<file path="src/assert_macros.svh">
// Assertion macros used by the controller RTL of the steady-state window detector.
`ifndef ASSERT_MACROS_SVH
`define ASSERT_MACROS_SVH

// Check that cons holds in the same cycle as ante.
`define ASSERT_IMPLY(label, clk, rst, ante, cons, msg) \
  label: assert property (@(posedge clk) disable iff (rst) (ante) |-> (cons)) \
    else $error(msg);

// Check that cons holds in the cycle after ante.
`define ASSERT_NEXT(label, clk, rst, ante, cons, msg) \
  label: assert property (@(posedge clk) disable iff (rst) (ante) |=> (cons)) \
    else $error(msg);

`endif

</file>
<file path="src/sswd_pkg.sv">
// Types and fixed constants shared by the steady-state window detector modules.
`timescale 1ns / 1ps
`default_nettype none

package sswd_pkg;

  localparam int CH_W         = 3;
  localparam int CEL_W        = 20;
  localparam int FAH_W        = 21;
  localparam int THR_W        = 16;
  localparam int SAMPLE_MAG_W = 20;   // bits of |fahrenheit| for any legal input
  localparam int SQ_W         = 2 * SAMPLE_MAG_W;

  localparam logic [THR_W-1:0] THR_RESET = 16'd64;

  // round(9c/5) = floor((9c + 2 + 5*2^20) / 5) - 2^20, numerator always positive
  localparam int NUM_W     = 24;
  localparam int NUM_EXT_W = 26;
  localparam logic signed [NUM_EXT_W-1:0] NUM_BIAS = 26'sd5242882;
  localparam logic signed [NUM_EXT_W-1:0] NUM_MUL  = 26'sd9;

  // divide by five as multiply by ceil(2^26/5), exact for numerators below 2^25
  localparam logic [NUM_W-1:0] DIV5_RECIP = 24'd13421773;
  localparam int DIV5_SHIFT = 26;
  localparam int QUOT_W     = 2 * NUM_W - DIV5_SHIFT;

  // remove the 2^20 bias and add 32 degrees (8192 in 1/256 units)
  localparam logic [QUOT_W:0] F_OFFSET = 23'd1040384;

  typedef enum logic [2:0] {
    S_IDLE,
    S_CONV,
    S_SQNEW,
    S_SQOLD,
    S_UPD,
    S_SQSUM,
    S_CMP
  } state_t;

  typedef enum logic [1:0] {
    MUL_THR,
    MUL_NEW,
    MUL_OLD,
    MUL_SUM
  } mul_sel_t;

  typedef struct packed {
    logic     load_in;
    logic     conv;
    logic     ram_rd;
    logic     load_old;
    logic     ram_wr;
    logic     update;
    logic     mul_load;
    mul_sel_t mul_sel;
    logic     load_out;
  } cmd_t;

  typedef struct packed {
    logic ch_ok;
  } status_t;

endpackage

`default_nettype wire

</file>
<file path="src/sswd_ctrl.sv">
// Controller state machine of the steady-state window detector.
`timescale 1ns / 1ps
`default_nettype none
`include "assert_macros.svh"

module sswd_ctrl (
  input  wire logic              clk,
  input  wire logic              rst,
  input  wire logic              in_valid,
  output logic                   in_ready,
  output logic                   out_valid,
  input  wire logic              out_ready,
  input  wire sswd_pkg::status_t status,
  output sswd_pkg::cmd_t         cmd
);

  sswd_pkg::state_t state;
  sswd_pkg::state_t state_next;
  logic             out_free;

  assign out_free = !out_valid || out_ready;

  always_ff @(posedge clk) begin
    if (rst) begin
      state <= sswd_pkg::S_IDLE;
    end else begin
      state <= state_next;
    end
  end

  always_comb begin
    state_next = state;
    unique case (state)
      sswd_pkg::S_IDLE:  if (in_valid) state_next = sswd_pkg::S_CONV;
      // skip ring work for a channel beyond the configured count
      sswd_pkg::S_CONV:  state_next = status.ch_ok ? sswd_pkg::S_SQNEW : sswd_pkg::S_CMP;
      sswd_pkg::S_SQNEW: state_next = sswd_pkg::S_SQOLD;
      sswd_pkg::S_SQOLD: state_next = sswd_pkg::S_UPD;
      sswd_pkg::S_UPD:   state_next = sswd_pkg::S_SQSUM;
      sswd_pkg::S_SQSUM: state_next = sswd_pkg::S_CMP;
      sswd_pkg::S_CMP:   if (out_free) state_next = sswd_pkg::S_IDLE;
      default:           state_next = sswd_pkg::S_IDLE;
    endcase
  end

  always_comb begin
    cmd      = '0;
    in_ready = 1'b0;
    unique case (state)
      sswd_pkg::S_IDLE: begin
        in_ready    = 1'b1;
        cmd.load_in = in_valid;
      end
      sswd_pkg::S_CONV: begin
        cmd.conv     = 1'b1;
        cmd.ram_rd   = status.ch_ok;
        cmd.mul_load = 1'b1;
        cmd.mul_sel  = sswd_pkg::MUL_THR;
      end
      sswd_pkg::S_SQNEW: begin
        cmd.load_old = 1'b1;
        cmd.mul_load = 1'b1;
        cmd.mul_sel  = sswd_pkg::MUL_NEW;
      end
      sswd_pkg::S_SQOLD: begin
        cmd.ram_wr   = 1'b1;
        cmd.mul_load = 1'b1;
        cmd.mul_sel  = sswd_pkg::MUL_OLD;
      end
      sswd_pkg::S_UPD: begin
        cmd.update = 1'b1;
      end
      sswd_pkg::S_SQSUM: begin
        cmd.mul_load = 1'b1;
        cmd.mul_sel  = sswd_pkg::MUL_SUM;
      end
      sswd_pkg::S_CMP: begin
        cmd.load_out = out_free;
      end
      default: begin
        cmd = '0;
      end
    endcase
  end

  always_ff @(posedge clk) begin
    if (rst) begin
      out_valid <= 1'b0;
    end else if (cmd.load_out) begin
      out_valid <= 1'b1;
    end else if (out_ready) begin
      out_valid <= 1'b0;
    end
  end

  `ASSERT_NEXT(a_accept_starts, clk, rst, in_valid && in_ready, state == sswd_pkg::S_CONV, "accepted request did not start conversion")
  `ASSERT_NEXT(a_result_shown, clk, rst, state == sswd_pkg::S_CMP && out_free, out_valid, "finished result not presented")
  `ASSERT_IMPLY(a_update_in_range, clk, rst, cmd.update || cmd.ram_wr, status.ch_ok, "ring update for channel out of range")

endmodule

`default_nettype wire

</file>
<file path="config.mk">
export PLATFORM = sky130hd
export DESIGN_NAME = sswd_ctrl
export DESIGN_NICKNAME = d
export VERILOG_FILES = /design/src/sswd_pkg.sv /design/src/sswd_ctrl.sv
export VERILOG_INCLUDE_DIRS = /design/src /design/src/src
export SDC_FILE = /design/constraint.sdc
export NUM_CORES = 1
export LEC_CHECK = 0
export BUFFER_PORTS_ARGS = -buffer_cell sky130_fd_sc_hd__buf_2
export CAP_MARGIN = 20
export CORE_AREA = 5 5 42 44
export CTS_CLUSTER_DIAMETER = 100
export DETAILED_ROUTE_END_ITERATION = 10
export DIE_AREA = 0 0 47 49
export MAX_ROUTING_LAYER = met4
export PLACE_DENSITY_LB_ADDON = 0.2
export SLEW_MARGIN = 20
export SYNTH_ARGS = -nofsm -noshare
export SYNTH_HDL_FRONTEND = slang
export SYNTH_SLANG_ARGS = --single-unit
</file>
<file path="constraint.sdc">
create_clock -name clk -period 1.5 [get_ports clk]
set_clock_uncertainty 0.15 [all_clocks]
set_input_delay 0.225 -clock clk [delete_from_list [all_inputs] [get_ports clk]]
set_output_delay 0.225 -clock clk [all_outputs]
set_load 0.02 [all_outputs]
</file>
After elaboration in Yosys (flattened, before gate mapping) --
Cells that the tools add are included.
Storage, ports and cells: bits in registers 4, output and inout port bits 12
Cells by class: eq/ne operators 8, mux-type cells 14, reductions and logical operators 5
Operators with widths (number):
- one-hot mux 3 bit (7 select lines) | 1
- one-hot mux 3 bit (4 select lines) | 1
- == test 3 bit (second input constant) | 3
- 2-to-1 mux 3 bit | 3
- 2-to-1 mux 1 bit | 8
- == test 3 x 2 -> 1 bit (second input constant) | 2
- != test 2 bit (second input constant) | 2
- == test 3 x 1 -> 1 bit (second input constant) | 1
- logical NOT 3 bit | 1
- 2-to-1 mux 2 bit | 1
- AND reduction 2 bit | 1
- nonzero test 2 bit | 1
- logical NOT 1 bit | 1
- logical OR 1 bit | 1

Logic depth before layout (Yosys ltp) --
Gate-level depths: netlist of run 1.
word-level depth 4, mapped depth 3, mapped depth without buffers 2

Worst setup path before layout of run 1 --
OpenSTA, ideal clock, no wires.
kind flip-flop to output port, from register state[0], to output port cmd[9] (netlist bit), arrival 1.315 ns, setup slack -0.190 ns, stages on the path, launching flop included 4, buffers on the path 1, cell sequence dfxtp_1 buf_4 nor3_1 and2_1
RTL lines:
- from (decl) | RTL line sswd_ctrl.sv:17 | sswd_pkg::state_t state;
- from (signal assigned) | RTL line sswd_ctrl.sv:25 | state <= sswd_pkg::S_IDLE;
- from (signal assigned) | RTL line sswd_ctrl.sv:27 | state <= state_next;
- to (decl) | RTL line sswd_ctrl.sv:14 | output sswd_pkg::cmd_t cmd

==> results of run 1 <==
-- state kept, by name (all words and copies together) (netlist names) --
name,flops
out_valid,1
state,3
-- power by group --
group          internal, uW  switching [uW]  total (uW)
combinational           108             112         220
clock                  89.8            48.7         139
sequential              120            29.4         150
total                   318             190         508
-- logic make-up after synthesis --
kind of cell / share of synthesized area (%)
buffers and inverters: 8.366
DFF: 28.19
AOI/OAI and AO/OA: 14.53
muxes: 3.524
xor gates and xnor gates: 6.169
and+or+nand+nor: 39.21
-- what timing repair did --
action                                  in CTS  in global routing
hold buffers                                 0                  0
buffers inserted                             0                  3
pin swaps                                    0                  1
resized for setup                            8                 11
endpoints found under the setup margin      10                  7
-- final cells by class --
cell class	instances	area [sq um]	share of cell area, %
multi-input combinational	26	209.0	44.53
timing repair buffer	20	122.6	26.13
sequential	4	91.34	19.47
clock buffer	3	22.52	4.800
tap	16	20.02	4.267
inverter	1	3.754	0.8000
-- how the worst max path moves through the flow --
stage | startpoint | end | slack (ns)
global placement | state[2] | cmd[7] | 0.08
detailed placement | state[2] | cmd[7] | 0.06
finish | state[0] | cmd[4] | -0.0001
global route | state[0] | cmd[4] | -0.03
CTS | state[1] | cmd[1] | -0.009
floorplan | state[0] | cmd[9] | 0.02
-- worst reg2reg max path, cell delays in order (launching register included) --
cell and delay, ns:
sky130_fd_sc_hd__dfxtp_4 0.37, sky130_fd_sc_hd__buf_4 0.16, sky130_fd_sc_hd__or3b_1 0.39, sky130_fd_sc_hd__a221oi_2 0.23
-- cells in the mapped netlist (2+ instances only) --
cell	number	area, sq um
sky130_fd_sc_hd__and2_1	4	25.02
sky130_fd_sc_hd__buf_4	2	15.01
sky130_fd_sc_hd__nor3_1	2	10.01
sky130_fd_sc_hd__nand2b_1	3	18.77
sky130_fd_sc_hd__dfxtp_1	4	80.08
sky130_fd_sc_hd__nor3b_1	2	15.01
sky130_fd_sc_hd__nor2_1	2	7.510
-- per-layer routing --
layer | routed length, microns | up-vias
met5 | 0 | -
met4 | 29 | 0
met3 | 70 | 3
met2 | 340 | 13
met1 | 345 | 136
li1 | - | 159
-- through the flow --
| stage | setup WS (ns) | hold WS, ns | std cells | utilization (%) |
|---|---|---|---|---|
| 2_1_floorplan | 0.02435 | 0.1441 | 34 | - |
| 3_3_place_gp | 0.08181 | 0.2753 | 64 | 26.88 |
| 3_5_place_dp | 0.06119 | 0.2796 | 64 | 26.88 |
| 4_1_cts | -0.008991 | 0.01812 | 67 | 29.64 |
| 5_1_grt | -0.03362 | 0.02364 | 70 | 33.48 |
| 6_report | -0.0001428 | 0.02585 | 70 | 33.48 |
-- layout by cell type, fill, tap and decap left out, types with 2 or more instances in the layout --
cell / n
sky130_fd_sc_hd__buf_2: 14
sky130_fd_sc_hd__buf_4: 4
sky130_fd_sc_hd__and2_1: 3
sky130_fd_sc_hd__clkbuf_4: 3
sky130_fd_sc_hd__dfxtp_4: 3
sky130_fd_sc_hd__nand2b_1: 2
sky130_fd_sc_hd__buf_6: 2
==> run metrics, run 1 <==
startpoint of the lowest-slack register-to-register path state[0]; Avg Inst Size Synth 8.354 sq um; Initial DRT Pass Iterations 2; hold violation count in the final report 0; maximum clock frequency 0.6666 GHz; maximum number of pins on one net before global-route repair 14; Row Count 14; Vias/cell approximately 4.4; ordered list of cells on the worst path buf_4, nor3b_1, buf_2; layout net count 61; global-route wire length before repair ~1.1 mm; violations in the final reports negative setup slack; TritonCTS clock tree done; data arrival time of the worst path between 1 and 1.5 ns; post-layout power 507.9 uW; Max clock buf depth 2; min Tclk post-route approximately 1.5 ns; nature of the critical path endpoint primary output; core region area about 1400 sq um; Clock Tree Root sky130_fd_sc_hd__clkbuf_4; layout cell share with drive strength beyond 1 59.26%; Crit path buffers/inverters 2; count of antenna diodes in the layout 0; Slowest Stage Delay on Critical Path 0.37 ns; worst hold path startpoint status; hold worst-path end state[2]; unrepaired setup endpoints after global routing true; count of max-cap constraint violations 0; DRC viols 0; Global Route Usage Sum 6.941%; fraction of the yosys area taken by sequential cells 28.19%; Setup-failing EPs final 1; H-tree depth 1; Post-Syn Nets 39; area added between synthesis and finish 65.20%; global-route track usage on met3 between 2 and 2.5%; Starting Density 20.27%; leakage power 0.0002214 uW; clock tree sinks 4; r2r endpoint state[2]; Clock Latency Late Sink 0.24 ns; min-delay worst type in -> reg; transition at the pin with the smallest max-transition slack 0.2003 ns; post-layout instance area 469.2 sq um; final worst-path setup slack -0.0001428 ns; Worst path depth 3; number of flip-flops and latches in the synthesized netlist 4; Async SR Flop Fraction 0%; met1 GRT Util slightly below 9%; number of DRC markers in iteration 0 4; maximum fanout encountered on the critical timing path 7; area of the mapped netlist 284.0 sq um; TNS Setup -0.0001428 ns; vias post-DR 311; routability congestion estimate 0.6884; share of the cycle needed by the critical path after routing 100.0%; post-detailed-route count of antenna-violating nets 0; GRT met2 Usage between 7 and 8%; number of cell instances on the worst register-to-register path 3; number of top-level pins 17; count of final max-slew check failures 0; critical-path cell with the highest stage delay sky130_fd_sc_hd__dfxtp_4; Die Footprint 2303 sq um; antenna violations before repair 0; cell family with the largest share of critical-path delay flip-flops; power density over cell area around 1100 nW/um^2; Clk pin slew, worst setup/hold paths roughly 0.040 ns; Crit path required time 1.12 ns; number of synthesis warnings 0; number of I/O port buffers 16; Crit Path Class reg -> out; cts bufs inserted 3; nature of the critical path startpoint flip-flop; global route overflow 0; register-to-register setup slack roughly 0.11 ns; Peak supply drop 0.0003162 V; wire length per cell 11.21 microns; Placed Area 376.6 sq um; run status finished, violations left; via count of the first global-routing pass 256; worst-case headroom to the max-slew limit between 80% and 90%; Primary FF master, synth sky130_fd_sc_hd__dfxtp_1; count of flip-flops with a built-in enable after synthesis 0; Final HPWL DP 546 microns; cell count after synthesis 34; layer with the highest usage after global routing met1; count of different cell masters after synthesis 22; floorplan die height 49 microns; Filler cells around 160; Chip Width 47 microns; routed wire length slightly below 800 microns; Hold Path Stages 2
(Power assumes the default switching activity.)
==> run 2, diff against run 1 <==
--- a/config.mk
+++ b/config.mk
@@ -6,7 +6,7 @@
 export SDC_FILE = /design/constraint.sdc
 export NUM_CORES = 1
 export LEC_CHECK = 0
-export BUFFER_PORTS_ARGS = -buffer_cell sky130_fd_sc_hd__buf_2
+export BUFFER_PORTS_ARGS = -buffer_cell sky130_fd_sc_hd__clkbuf_2
 export CAP_MARGIN = 20
 export CORE_AREA = 5 5 42 44
 export CTS_CLUSTER_DIAMETER = 100
==> run metrics, run 2 (synthesis results as in run 1) <==
most frequent cells in the layout sky130_fd_sc_hd__clkbuf_2 (11), sky130_fd_sc_hd__buf_4 (4), sky130_fd_sc_hd__and2_1 (3), sky130_fd_sc_hd__clkbuf_4 (3), sky130_fd_sc_hd__dfxtp_4 (3) (was sky130_fd_sc_hd__buf_2 (14), sky130_fd_sc_hd__buf_4 (4), sky130_fd_sc_hd__and2_1 (3), sky130_fd_sc_hd__clkbuf_4 (3), sky130_fd_sc_hd__dfxtp_4 (3)); global-route wire length before repair 1.048 mm (was 1.062 mm); share of total power in sequential cells 31.7% (was 29.5%); core region area 1401 sq um (unchanged); transition at the pin with the smallest max-transition slack 0.2206 ns (was 0.2003 ns); post-detailed-route count of antenna-violating nets 0 (unchanged); worst-case headroom to the max-slew limit 85.16% (was 86.52%); unrepaired setup endpoints after global routing true (unchanged); number of cell instances on the worst register-to-register path 3 (unchanged); Worst setup endpoint cmd[7] (was cmd[4]); smallest hold slack 0.03153 ns (was 0.02585 ns); Initial DRT Pass Iterations 4 (was 2); Crit path required time 1.12 ns (about the same); H-tree depth 1 (unchanged); via count of the first global-routing pass 248 (was 256); number of DRC markers in iteration 0 4 (unchanged); count of max-cap constraint violations 0 (unchanged); Chip Width 47 microns (unchanged); critical path startpoint state[2] (was state[0]); register-to-register setup slack 0.11 ns (about the same); number of top-level pins 17 (unchanged); clock share of power 27.4% (was 27.3%); routability congestion estimate 0.6949 (was 0.6884); switching share of power 37.63% (was 37.45%); combinational share of power 40.9% (was 43.3%); switching pwr 186.0 uW (was 190.2 uW); startpoint of the lowest-slack register-to-register path state[0] (unchanged); layout net count 59 (was 61); wire length per cell 10.99 microns (was 11.21 microns); run status finished clean (was finished, violations left); Clock Latency Late Sink 0.24 ns (about the same); Slowest Stage Delay on Critical Path 0.39 ns (was 0.37 ns); critical-path cell with the highest stage delay sky130_fd_sc_hd__dfxtp_4 (unchanged); area added between synthesis and finish 61.67% (was 65.20%); largest registers in the final layout state: 3 flops, out_valid: 1 flops (unchanged); Crit Path Class reg -> out (unchanged); Vias/cell 4.382 (was 4.443); Clk pin slew, worst setup/hold paths 0.04 ns (about the same); Global Route Usage Sum 6.358% (was 6.941%); Row Count 14 (unchanged); floorplan die height 49 microns (unchanged); min-delay worst type in -> reg (unchanged); Setup-failing EPs final 0 (was 1); number of standard cells in the final layout excluding fillers 68 (was 70); maximum clock frequency 0.6681 GHz (was 0.6666 GHz); Starting Density 20.27% (unchanged); share of the cycle needed by the critical path after routing 99.78% (was 100.0%); maximum number of pins on one net before global-route repair 14 (unchanged); global route overflow 0 (unchanged); TritonCTS clock tree done (unchanged); Filler cells 162 (was 157); vias post-DR 298 (was 311); post-layout power 494.2 uW (was 507.9 uW); total placed cells including tap cells 63 (was 64); Die Footprint 2303 sq um (unchanged); count of antenna diodes in the layout 0 (unchanged); cts bufs inserted 3 (unchanged); hold violation count in the final report 0 (unchanged); antenna violations before repair 0 (unchanged); power density over cell area 1076 nW/um^2 (was 1083 nW/um^2); Max clock buf depth 2 (unchanged); Clock Tree Root sky130_fd_sc_hd__clkbuf_4 (unchanged); count of final max-slew check failures 0 (unchanged); number of I/O port buffers 16 (unchanged); nature of the critical path endpoint primary output (unchanged); DRC viols 0 (unchanged); Final HPWL DP 532 microns (was 546 microns); flip-flop count of the largest register, all copies and words added 3 (unchanged); data arrival time of the worst path 1.12 ns (was 1.13 ns); leading cell type in the layout, fill and taps excluded sky130_fd_sc_hd__clkbuf_2 (was sky130_fd_sc_hd__buf_2); register with the highest flop count state (unchanged); clock tree sinks 4 (unchanged); routed wire length 747 microns (was 785 microns); ordered list of cells on the worst path nor2_2, and3_1, clkbuf_2 (was buf_4, nor3b_1, buf_2); internal power summed over all cells 308.3 uW (was 317.7 uW); number of hold buffers added after CTS 0 (unchanged); r2r endpoint state[2] (unchanged); leakage power 0.0002080 uW (was 0.0002214 uW); nature of the critical path startpoint flip-flop (unchanged); Peak supply drop 0.0003373 V (was 0.0003162 V); layout cell share with drive strength beyond 1 57.69% (was 59.26%); min Tclk post-route 1.497 ns (was 1.500 ns); maximum fanout encountered on the critical timing path 13 (was 7)
run 2: cell types whose count changed in the layout (fill, tap and decap cells not counted):
cell / previous run / this run
sky130_fd_sc_hd__buf_2: 14 / 1
sky130_fd_sc_hd__clkbuf_2: 0 / 11
run 2: timing repair:
action	in CTS	in global routing
pin swaps	0	2
buffers inserted	0	2
setup endpoints to repair	11	7
resized for setup	10	14
run 2: how the worst min path moves through the flow:
stage | from | endpoint | slack [ns] | cells past startpoint
detailed placement | status | state[2] | 0.28 | 2
global placement | status | state[2] | 0.28 | 2
global route | status | state[2] | 0.03 | 2
floorplan | rst | out_valid | 0.14 | 1
CTS | status | state[2] | 0.02 | 2
finish | status | state[2] | 0.03 | 2
run 2: layout make-up:
class                   instances  area [sq um]  share of cell area [%]
flip-flops and latches          4         91.34                   19.89
inverters                       1         3.754                  0.8174
well taps                      16         20.02                   4.360
multi-input cells              26         209.0                   45.50
repair buffers                 18         112.6                   24.52
clock buffers                   3         22.52                   4.905
run 2: metal layers:
metal | track usage (%) | vias up | wire [microns]
met3 | 2.583 | 2 | 64
met5 | - | - | 0
li1 | - | 155 | -
met1 | 8.370 | 129 | 347
met4 | 4.147 | 0 | 20
met2 | 7.692 | 12 | 313
run 2: per-stage QoR:
stage	utilization (%)	area, sq um	setup slack, ns	setup TNS, ns
3_5_place_dp	26.34	369.1	0.03651	0
2_1_floorplan	-	289.0	0.02435	0
5_1_grt	32.77	459.2	-0.04302	-0.08612
4_1_cts	29.46	412.9	-0.03476	-0.05123
6_report	32.77	459.2	0.003316	0
3_3_place_gp	26.34	369.1	0.03793	0
run 2: power by group through the flow:
stage                     logic (uW)  registers [uW]  clock network [uW]
final                            202             157                 135
after global routing             218             159                 142
after detailed placement         163             152                   0
after floorplan                  143             125                   0
after global placement           162             152                   0
after CTS                        169             154                 140
run 2: worst max-delay path, delay by kind of cell (launching register included):
family	cells	cell delay, ns
and+or+nand+nor	2	0.32
buffers and inverters	1	0.16
DFF	1	0.39
==> run 3, diff against run 2 <==
==> constraint.sdc (replaced) <==
create_clock -name clk -period 1.3 [get_ports clk]
set_clock_uncertainty 0.15 [all_clocks]
set_input_delay 0.195 -clock clk [delete_from_list [all_inputs] [get_ports clk]]
set_output_delay 0.195 -clock clk [all_outputs]
set_load 0.02 [all_outputs]
==> run metrics, run 3 (synthesis results as in run 1) <==
Chip Width 47 microns (unchanged); H-tree depth 1 (unchanged); layer with the highest usage after global routing met2 (was met1); nature of the critical path endpoint primary output (unchanged); number of standard cells in the final layout excluding fillers 75 (was 68); hold worst-path end state[2] (unchanged); power density over cell area 1151 nW/um^2 (was 1076 nW/um^2); register with the highest flop count state (unchanged); Initial DRT Pass Iterations 2 (was 4); TritonCTS clock tree done (unchanged); global route overflow 0 (unchanged); maximum clock frequency between 0.6 and 0.7 GHz; Row Count 14 (unchanged); flip-flop count of the largest register, all copies and words added 3 (unchanged); Hold Path Stages 2 (unchanged); Vias/cell 4.453 (was 4.382); Setup-failing EPs final 11 (was 0); run status finished, violations left (was finished clean); final worst-path setup slack -0.1687 ns (was 0.003316 ns); Crit Path Class reg -> out (unchanged); maximum fanout encountered on the critical timing path 9 (was 13); number of I/O port buffers 16 (unchanged); Max clock buf depth 2 (unchanged); post-layout power 669.9 uW (was 494.2 uW); startpoint of the lowest-slack register-to-register path state[0] (unchanged); register-to-register setup slack 0.07 ns (was 0.11 ns); Clock Tree Root sky130_fd_sc_hd__clkbuf_4 (unchanged); clock tree sinks 4 (unchanged); number of DRC markers in iteration 0 2 (was 4); vias post-DR 334 (was 298); count of final max-slew check failures 0 (unchanged); antenna violations before repair 0 (unchanged); Peak supply drop 0.0004288 V (was 0.0003373 V); area added between synthesis and finish 104.8% (was 61.67%); min Tclk post-route 1.469 ns; count of antenna diodes in the layout 0 (unchanged); leakage power 0.0002602 uW (was 0.0002080 uW); GRT met2 Usage 9.955% (was 7.692%); routability congestion estimate 0.6466 (was 0.6949); Starting Density 20.27% (unchanged); unrepaired setup endpoints after global routing true (unchanged); post-detailed-route count of antenna-violating nets 0 (unchanged); share of the cycle needed by the critical path after routing 113.0%; number of top-level pins 17 (unchanged); layout net count 66 (was 59); count of max-cap constraint violations 0 (unchanged); violations in the final reports negative setup slack; leading cell type in the layout, fill and taps excluded sky130_fd_sc_hd__buf_4 (was sky130_fd_sc_hd__clkbuf_2); number of hold buffers added after CTS 0 (unchanged); r2r endpoint state[2] (unchanged); wire length per cell 10.72 microns (was 10.99 microns); Die Footprint 2303 sq um (unchanged); number of cell instances on the worst register-to-register path 2 (was 3); nature of the critical path startpoint flip-flop (unchanged); DRC viols 0 (unchanged); Global Route Usage Sum 7.887% (was 6.358%); Crit path required time 0.95 ns (was 1.12 ns); Clock Latency Late Sink 0.23 ns (was 0.24 ns); min-delay worst type in -> reg (unchanged); worst hold path startpoint status (unchanged); most frequent cells in the layout sky130_fd_sc_hd__buf_4 (11), sky130_fd_sc_hd__clkbuf_2 (5), sky130_fd_sc_hd__and2_1 (4), sky130_fd_sc_hd__clkbuf_4 (4), sky130_fd_sc_hd__clkbuf_8 (4) (was sky130_fd_sc_hd__clkbuf_2 (11), sky130_fd_sc_hd__buf_4 (4), sky130_fd_sc_hd__and2_1 (3), sky130_fd_sc_hd__clkbuf_4 (3), sky130_fd_sc_hd__dfxtp_4 (3)); pre-CTS WS -0.1161 ns (was 0.03651 ns); worst-case headroom to the max-slew limit 85.00% (was 85.16%); transition at the pin with the smallest max-transition slack 0.2229 ns (was 0.2206 ns); Clk pin slew, worst setup/hold paths 0.04 ns (about the same); core region area 1401 sq um (unchanged); via count of the first global-routing pass 296 (was 248); maximum number of pins on one net before global-route repair 12 (was 14); routed wire length 804 microns (was 747 microns); total placed cells including tap cells 69 (was 63); global-route track usage on met3 2.214% (was 2.583%); smallest hold slack 0.007229 ns (was 0.03153 ns); global-route wire length before repair 1.255 mm (was 1.048 mm); final core utilization 41.52% (was 32.77%); layout cell share with drive strength beyond 1 69.49% (was 57.69%); met1 GRT Util 9.735% (was 8.370%); largest registers in the final layout state: 3 flops, out_valid: 1 flops (unchanged); data arrival time of the worst path 1.12 ns (about the same); hold violation count in the final report 0 (unchanged); Final HPWL DP 574.3 microns (was 532 microns); cts bufs inserted 3 (unchanged); floorplan die height 49 microns (unchanged)
run 3: report_power, final:
part	internal (uW)	switching (uW)
Clock	103	52.5
Combinational	192	146
Sequential	139	36.6
Total	435	235
run 3: worst max path at each step:
stage	start	cells after the start	slack [ns]	endpoint
global route	state[2]	4	-0.23	cmd[7]
finish	state[2]	4	-0.17	cmd[7]
global placement	state[0]	3	-0.1	cmd[1]
CTS	state[2]	4	-0.18	cmd[7]
floorplan	state[0]	3	-0.15	cmd[9]
detailed placement	state[0]	3	-0.12	cmd[1]
run 3: metrics by stage:
step | area (sq um) | TNS, ns
2_1_floorplan | 297.8 | -0.2816
3_3_place_gp | 435.4 | -0.2073
3_5_place_dp | 435.4 | -0.3655
4_1_cts | 563.0 | -1.648
5_1_grt | 581.8 | -1.958
6_report | 581.8 | -1.313
run 3: worst max-delay path, stage by stage (launching register included):
cell	delay [ns]
sky130_fd_sc_hd__dfxtp_2	0.32
sky130_fd_sc_hd__buf_12	0.13
sky130_fd_sc_hd__nor2_2	0.12
sky130_fd_sc_hd__and3_1	0.17
sky130_fd_sc_hd__clkbuf_8	0.14
run 3: area by class of cell:
cell class	instances	area (sq um)
clock buffers	3	22.52
fillers	140	819.5
inverters	1	3.754
multi-input cells	26	229.0
flip-flops and latches	4	88.84
well taps	16	20.02
repair buffers	25	217.7
run 3: metal layers:
metal / vias to the layer above / part of all wire (%) / wire length [microns]
li1: 172 / - / -
met5: - / 0 / 0
met4: 0 / 0 / 0
met3: 0 / 6.5 / 52
met2: 12 / 50 / 404
met1: 150 / 43 / 347
run 3: timing repair:
item	CTS	global route
resized for setup	24	11
setup buffers	3	0
setup endpoints to repair	13	12
pin swaps	4	2
